--- src/hdl/fpla_pkg.sv ---
`timescale 1ns / 1ps
`default_nettype none

package fpla_pkg;

  localparam int unsigned PAGE_OUT_W = 12;
  localparam int unsigned COUNT_OUT_W = 13;

  localparam logic ACT_ALLOC = 1'b0;
  localparam logic ACT_FREE  = 1'b1;

  typedef enum logic [1:0] {
    STAT_OK      = 2'd0,
    STAT_FULL    = 2'd1,
    STAT_BADPAGE = 2'd2
  } status_e;

  typedef struct packed {
    logic load;
    logic step;
  } chain_ctl_t;

endpackage

`default_nettype wire

--- src/hdl/fpla_chain.sv ---
`timescale 1ns / 1ps
`default_nettype none

// Walks base..last one entry per step cycle, link = idx-1 (0 at base).
module fpla_chain import fpla_pkg::*; #(
  parameter int unsigned PAGE_W    = 12,
  parameter int unsigned INIT_LAST = 15
) (
  input  wire logic              clk_i,
  input  wire logic              rst_ni,
  input  wire chain_ctl_t        ctl_i,
  input  wire logic [PAGE_W-1:0] base_i,
  input  wire logic [PAGE_W-1:0] last_i,
  output logic      [PAGE_W-1:0] idx_o,
  output logic      [PAGE_W-1:0] link_o,
  output logic                   at_end_o
);

  logic [PAGE_W-1:0] idx_q, idx_d;
  logic [PAGE_W-1:0] base_q, base_d;
  logic [PAGE_W-1:0] last_q, last_d;

  always_comb begin
    idx_d  = idx_q;
    base_d = base_q;
    last_d = last_q;
    if (ctl_i.load) begin
      idx_d  = base_i;
      base_d = base_i;
      last_d = last_i;
    end else if (ctl_i.step) begin
      idx_d = idx_q + PAGE_W'(1);
    end
  end

  always_ff @(posedge clk_i or negedge rst_ni) begin
    if (!rst_ni) begin
      idx_q  <= '0;
      base_q <= '0;
      last_q <= PAGE_W'(INIT_LAST);
    end else begin
      idx_q  <= idx_d;
      base_q <= base_d;
      last_q <= last_d;
    end
  end

  assign idx_o    = idx_q;
  assign link_o   = (idx_q == base_q) ? '0 : idx_q - PAGE_W'(1);
  assign at_end_o = (idx_q == last_q);

endmodule

`default_nettype wire

--- config.mk ---
export PLATFORM = sky130hd
export DESIGN_NAME = fpla_chain
export DESIGN_NICKNAME = d
export VERILOG_FILES = /design/src/hdl/fpla_pkg.sv /design/src/hdl/fpla_chain.sv
export SDC_FILE = /design/constraint.sdc
export NUM_CORES = 1
export LEC_CHECK = 0
export ABC_CLOCK_PERIOD_IN_PS = 2600
export BUFFER_PORTS_ARGS = -buffer_cell sky130_fd_sc_hd__buf_4
export CAP_MARGIN = 20
export CORE_UTILIZATION = 53
export DETAILED_ROUTE_END_ITERATION = 7
export PLACE_DENSITY = 0.89
export SYNTH_ARGS = -nofsm -noshare
export SYNTH_HDL_FRONTEND = slang
export SYNTH_SLANG_ARGS = --single-unit
--- constraint.sdc ---
create_clock -name clk_i -period 2.6 [get_ports clk_i]
set_input_delay 0.52 -clock clk_i [delete_from_list [all_inputs] [get_ports clk_i]]
set_output_delay 0.52 -clock clk_i [all_outputs]
set_load 0.005 [all_outputs]
Yosys cells after proc, flatten, opt, wreduce, memory -nomap -nowiden --
Index checks and enable logic that the tools add are counted.
Storage, ports and cells: register bits after elaboration 36, output and inout bits 25
Operators by class: add/subtract/negate cells 2, mux-type cells 3, reduce and logical (&&, ||, !) cells 1, equality and inequality tests 2
Operators with widths (number):
- 2-to-1 mux 12 bit | 3
- == test 12 bit | 2
- adder 12 x 1 -> 12 bit (second input constant) | 1
- subtractor 12 x 1 -> 12 bit (second input constant) | 1
- nonzero test 2 bit | 1

Depth between registers and ports, before layout --
depth in word-level cells 3, depth in mapped cells 6

Worst setup path before layout --
OpenSTA, ideal clock, no wires.
path type reg-to-output, start register idx_q[5] (netlist: idx_o[5]), end output port link_o[8], setup slack 535 ps, stages on the path, launching flop included 6, data required time 2080 ps, path buffers 1, arrival time 1545 ps, path through dfrtp_1 > buf_6 > nor4_4 > nand2_2 > or4_1 > a21oi_1
Between the ends: word-level cells in the longest chain between the ends 2, elaborated cells on any way between the ends 3, those cells by class 1 x add/sub; 1 x eq/ne; 1 x mux
RTL lines:
- start, declared | line fpla_chain.sv:19 | logic [PAGE_W-1:0] idx_q, idx_d;
- start signal, assigned | line fpla_chain.sv:42 | idx_q <= idx_d;
- subtractor 12 x 1 -> 12 bit or == test 12 bit (tied branches) | line fpla_chain.sv:49 | assign link_o = (idx_q == base_q) ? '0 : idx_q - PAGE_W'(1);
- 2-to-1 mux 12 bit (*) | line fpla_chain.sv:49
- end, declared | line fpla_chain.sv:15 | output logic [PAGE_W-1:0] link_o,
Every way passes the cells marked *; elsewhere a longest branch is shown, timed or not.

Worst setup path in the final report --
start register idx_q[4] (netlist: idx_o[4]), end output port link_o[8]
Same word-level chain as after synthesis.

==> flow_summary.yaml <==
run_status:
  result_of_the_run: "finished clean"
die:
  num_io_pins: 53
  dieArea_um2: 4180
  die_w_um: 64.6
  initial_utilization_pct: 55.9
  die_h_um: 64.6
  fp.coreArea_um2: 3720
  placementRows: 22
final_layout:
  num-nets-final: 293
  layoutNonFillerInstCount: 312
  layout_fillers: 282
  layout.cell_area.non_filler_um2: 2590
  final_util_pct: 69.8
  area.growth.synth_to_final_pct: 24.8
  n_antenna_cell: 0
  final_layout_size_suffix_gt1_share_pct: 33.3
place:
  dpl.hpwl_um: 3200
  placement.cell_area_um2: 2480
  numPlacedInstances: 304
  detailedPlace.worstSlack_ns: 0.452
  placement.io_buffers: 52
  globalplace.congestion: 0.885
routing:
  drt-initial-drc-count: 133
  antenna_violating_nets_post_route: 0
  drt_pass1_iterations: 4
  detailed_route_wire_length_per_cell_um: 14.5
  vias: 1674
  detail_route.vias_per_cell: 5.37
  detail_route.drc_violations: 0
  detail_route.wirelength_um: 4530
timing:
  fmaxAchievable_mhz: 408
  timing.final.max_slew_violations: 0
  layout_min_cycle_time_ns: 2.45
  worstMarginPinSlew_ns: 0.483
  slew-limit-headroom_pct: 67.8
  setup_total_negative_slack_ns: 0
  fin_worst_hold_slack_ns: 0.165
  layout_setup_ws_ns: 0.148
  min_period_over_period_pct: 94.3
  finalSetupViolations: 0
  rsz0062_at_grt: "no"
  fin_skew_ns: 0.00577
  hold_violations: 0
global_routing:
  groute.usage.overall_pct: 24.3
  grt_remaining_overflow: 0
  largest_net_degree_at_the_start_of_global_routing: 48
  first_global_vias: 1531
  grt_first_pass_wirelength_um: 7510
  grt_antenna_before_repair: 0
worst_setup_path:
  worst-path-max-fanout: 5
  endpoint_kind: "output pin"
  critical_path_class: "flip-flop to output pin"
  timing.critical_path.required_ns: 2.08
  setup.worst_path.start_class: "flip-flop"
  worst_path_arrival_ns: 1.93
logic_synthesis:
  yosys_warnings: 0
  synthesis.nets: 246
  synth.largest_area_cell: "sky130_fd_sc_hd__dfrtp_1"
  synth.yosys.seq_area_share_pct: 43.6
  netlist_area_um2: 2080
  synth_edf_count: 0
  synth.distinct_cells: 29
  syn-mean-instance-area_um2: 9.62
  ys_dominant_reg_cell: "sky130_fd_sc_hd__dfrtp_1"
  leading_cell_types_by_count_after_synthesis: "sky130_fd_sc_hd__xnor2_1, sky130_fd_sc_hd__dfrtp_1, sky130_fd_sc_hd__o21ai_0"
  post_synthesis_cells: 216
  synth.most_common_cell: "sky130_fd_sc_hd__xnor2_1"
  post_synth_main_area_contributors: "sky130_fd_sc_hd__dfrtp_1, sky130_fd_sc_hd__xnor2_1, sky130_fd_sc_hd__mux2_2"
  asyncSetResetFlopFracSynth_pct: 100
  synth_top_area_share_pct: 38.5
  ys_ff_latch: 36
power:
  swShare_pct: 29.0
  power.static_leakage_nw: 1.12
  p_switching_uw: 458
  power.internal_mw: 1.12
  share_clk_of_total_power_pct: 31.4
  maximum_ir_drop_on_the_vdd_rail_mv: 0.493
  power_frac_comb_pct: 24.2
  power_per_cell_area_nw_per_um2: 608
  seqPwrFrac_pct: 44.4
  power_mw: 1.58
clock_tree:
  clock_tree.buffer_depth: 2
  latest_clock_arrival_within_the_worst_skew_pair_ns: 0.30
  root_buffer: "sky130_fd_sc_hd__clkbuf_8"
  cts_bufs_inserted: 5
  post-cts-setup-buffer-count: 0
  clkSinkCount: 36
  cts_tree: "built"
  cts.reportedPaths.clkPinSlew_ns: 0.08
  cts.htree.levels: 2
min_path:
  worstHoldPathType: "input port to asynchronous set/reset pin"
flow_run:
  maxCapViolations: 0
## logic make-up after synthesis
kind of cell / count (synthesis) / share of synthesized area [%]
compound gates: 24 / 5.90
xor+xnor: 44 / 18.5
fa+ha+maj: 2 / 1.20
buf+inv: 33 / 7.22
flops: 36 / 43.6
mux: 15 / 8.07
simple gates: 62 / 15.5
## path summary, 6_finish.rpt
check	start	endpoint	slack, ns	cells after the start
setup / recovery	idx_o[4]	link_o[8]	0.15	5
hold / removal	rst_ni	idx_o[7]	0.16	1
setup reg to reg	idx_o[2]	idx_o[11]	0.76	5
hold reg to reg	base_q[11]	base_q[11]	0.53	1
max in group asynchronous	rst_ni	last_q[2]	2.09	1
min in group clk_i	base_i[10]	idx_o[10]	0.44	3
## registers in the layout, indices dropped and copies added (netlist names)
register	flops
last_q	12
idx_o	12
base_q	12
## metal layers
metal  vias to the layer above  part of all wire, %  wire length, um  track usage [%]
li1                        806                    -                -                -
met1                       797                   43             1960             32.8
met2                        65                   48             2190             38.3
met3                         6                  6.7              305             4.93
met4                         0                  1.7               77             9.17
met5                         -                    0                0                0
## cell usage in the layout (no fill, tap or decap), types with 2 or more instances in the layout
master                     synthesis  routed
sky130_fd_sc_hd__buf_4             1      58
sky130_fd_sc_hd__xnor2_1          33      33
sky130_fd_sc_hd__dfrtp_1          32      30
sky130_fd_sc_hd__o21ai_0          22      22
sky130_fd_sc_hd__nand2_1          18      18
sky130_fd_sc_hd__inv_1            15      15
sky130_fd_sc_hd__nor2_1           14      14
sky130_fd_sc_hd__mux2_2           14      14
sky130_fd_sc_hd__xor2_1           11      11
sky130_fd_sc_hd__nand4_1          10      10
sky130_fd_sc_hd__nor3_1            7       7
sky130_fd_sc_hd__clkbuf_8          0       5
sky130_fd_sc_hd__dfstp_2           4       4
sky130_fd_sc_hd__nand3_1           3       3
sky130_fd_sc_hd__nand4b_1          2       2
sky130_fd_sc_hd__nor4_1            2       2
sky130_fd_sc_hd__ha_1              2       2
sky130_fd_sc_hd__dfrtp_2           0       2
## power by group through the flow
stage	clock (mW)	sequential [mW]	combinational [mW]
floorplan	0	0.666	0.259
global placement	0	0.705	0.370
detailed placement	0	0.709	0.377
CTS	0.501	0.699	0.383
global route	0.531	0.709	0.418
finish	0.495	0.701	0.381
## critical path, cell delays in order (launching register included)
cell                      delay [ns]
sky130_fd_sc_hd__dfrtp_1        0.41
sky130_fd_sc_hd__nor4_4         0.42
sky130_fd_sc_hd__nand2_2        0.13
sky130_fd_sc_hd__or4_1          0.41
sky130_fd_sc_hd__a21oi_1        0.15
sky130_fd_sc_hd__buf_4          0.12
## repair_timing
action / in CTS / in global routing
gates resized for setup: 0 / 2
endpoints found under the hold margin: 0 / 0
setup endpoints to repair: 0 / 1
hold buffers: 0 / 0
## layout make-up
class	count	area (um2)	share of cell area, %
Clock inverter	3	42.5	1.64
Sequential cell	36	908	35.0
Multi-Input combinational cell	147	1020	39.4
Clock buffer	5	68.8	2.65
Tap cell	48	60.1	2.32
Inverter	15	56.3	2.17
Timing Repair Buffer	58	435	16.8
(Power assumes the default switching activity.)
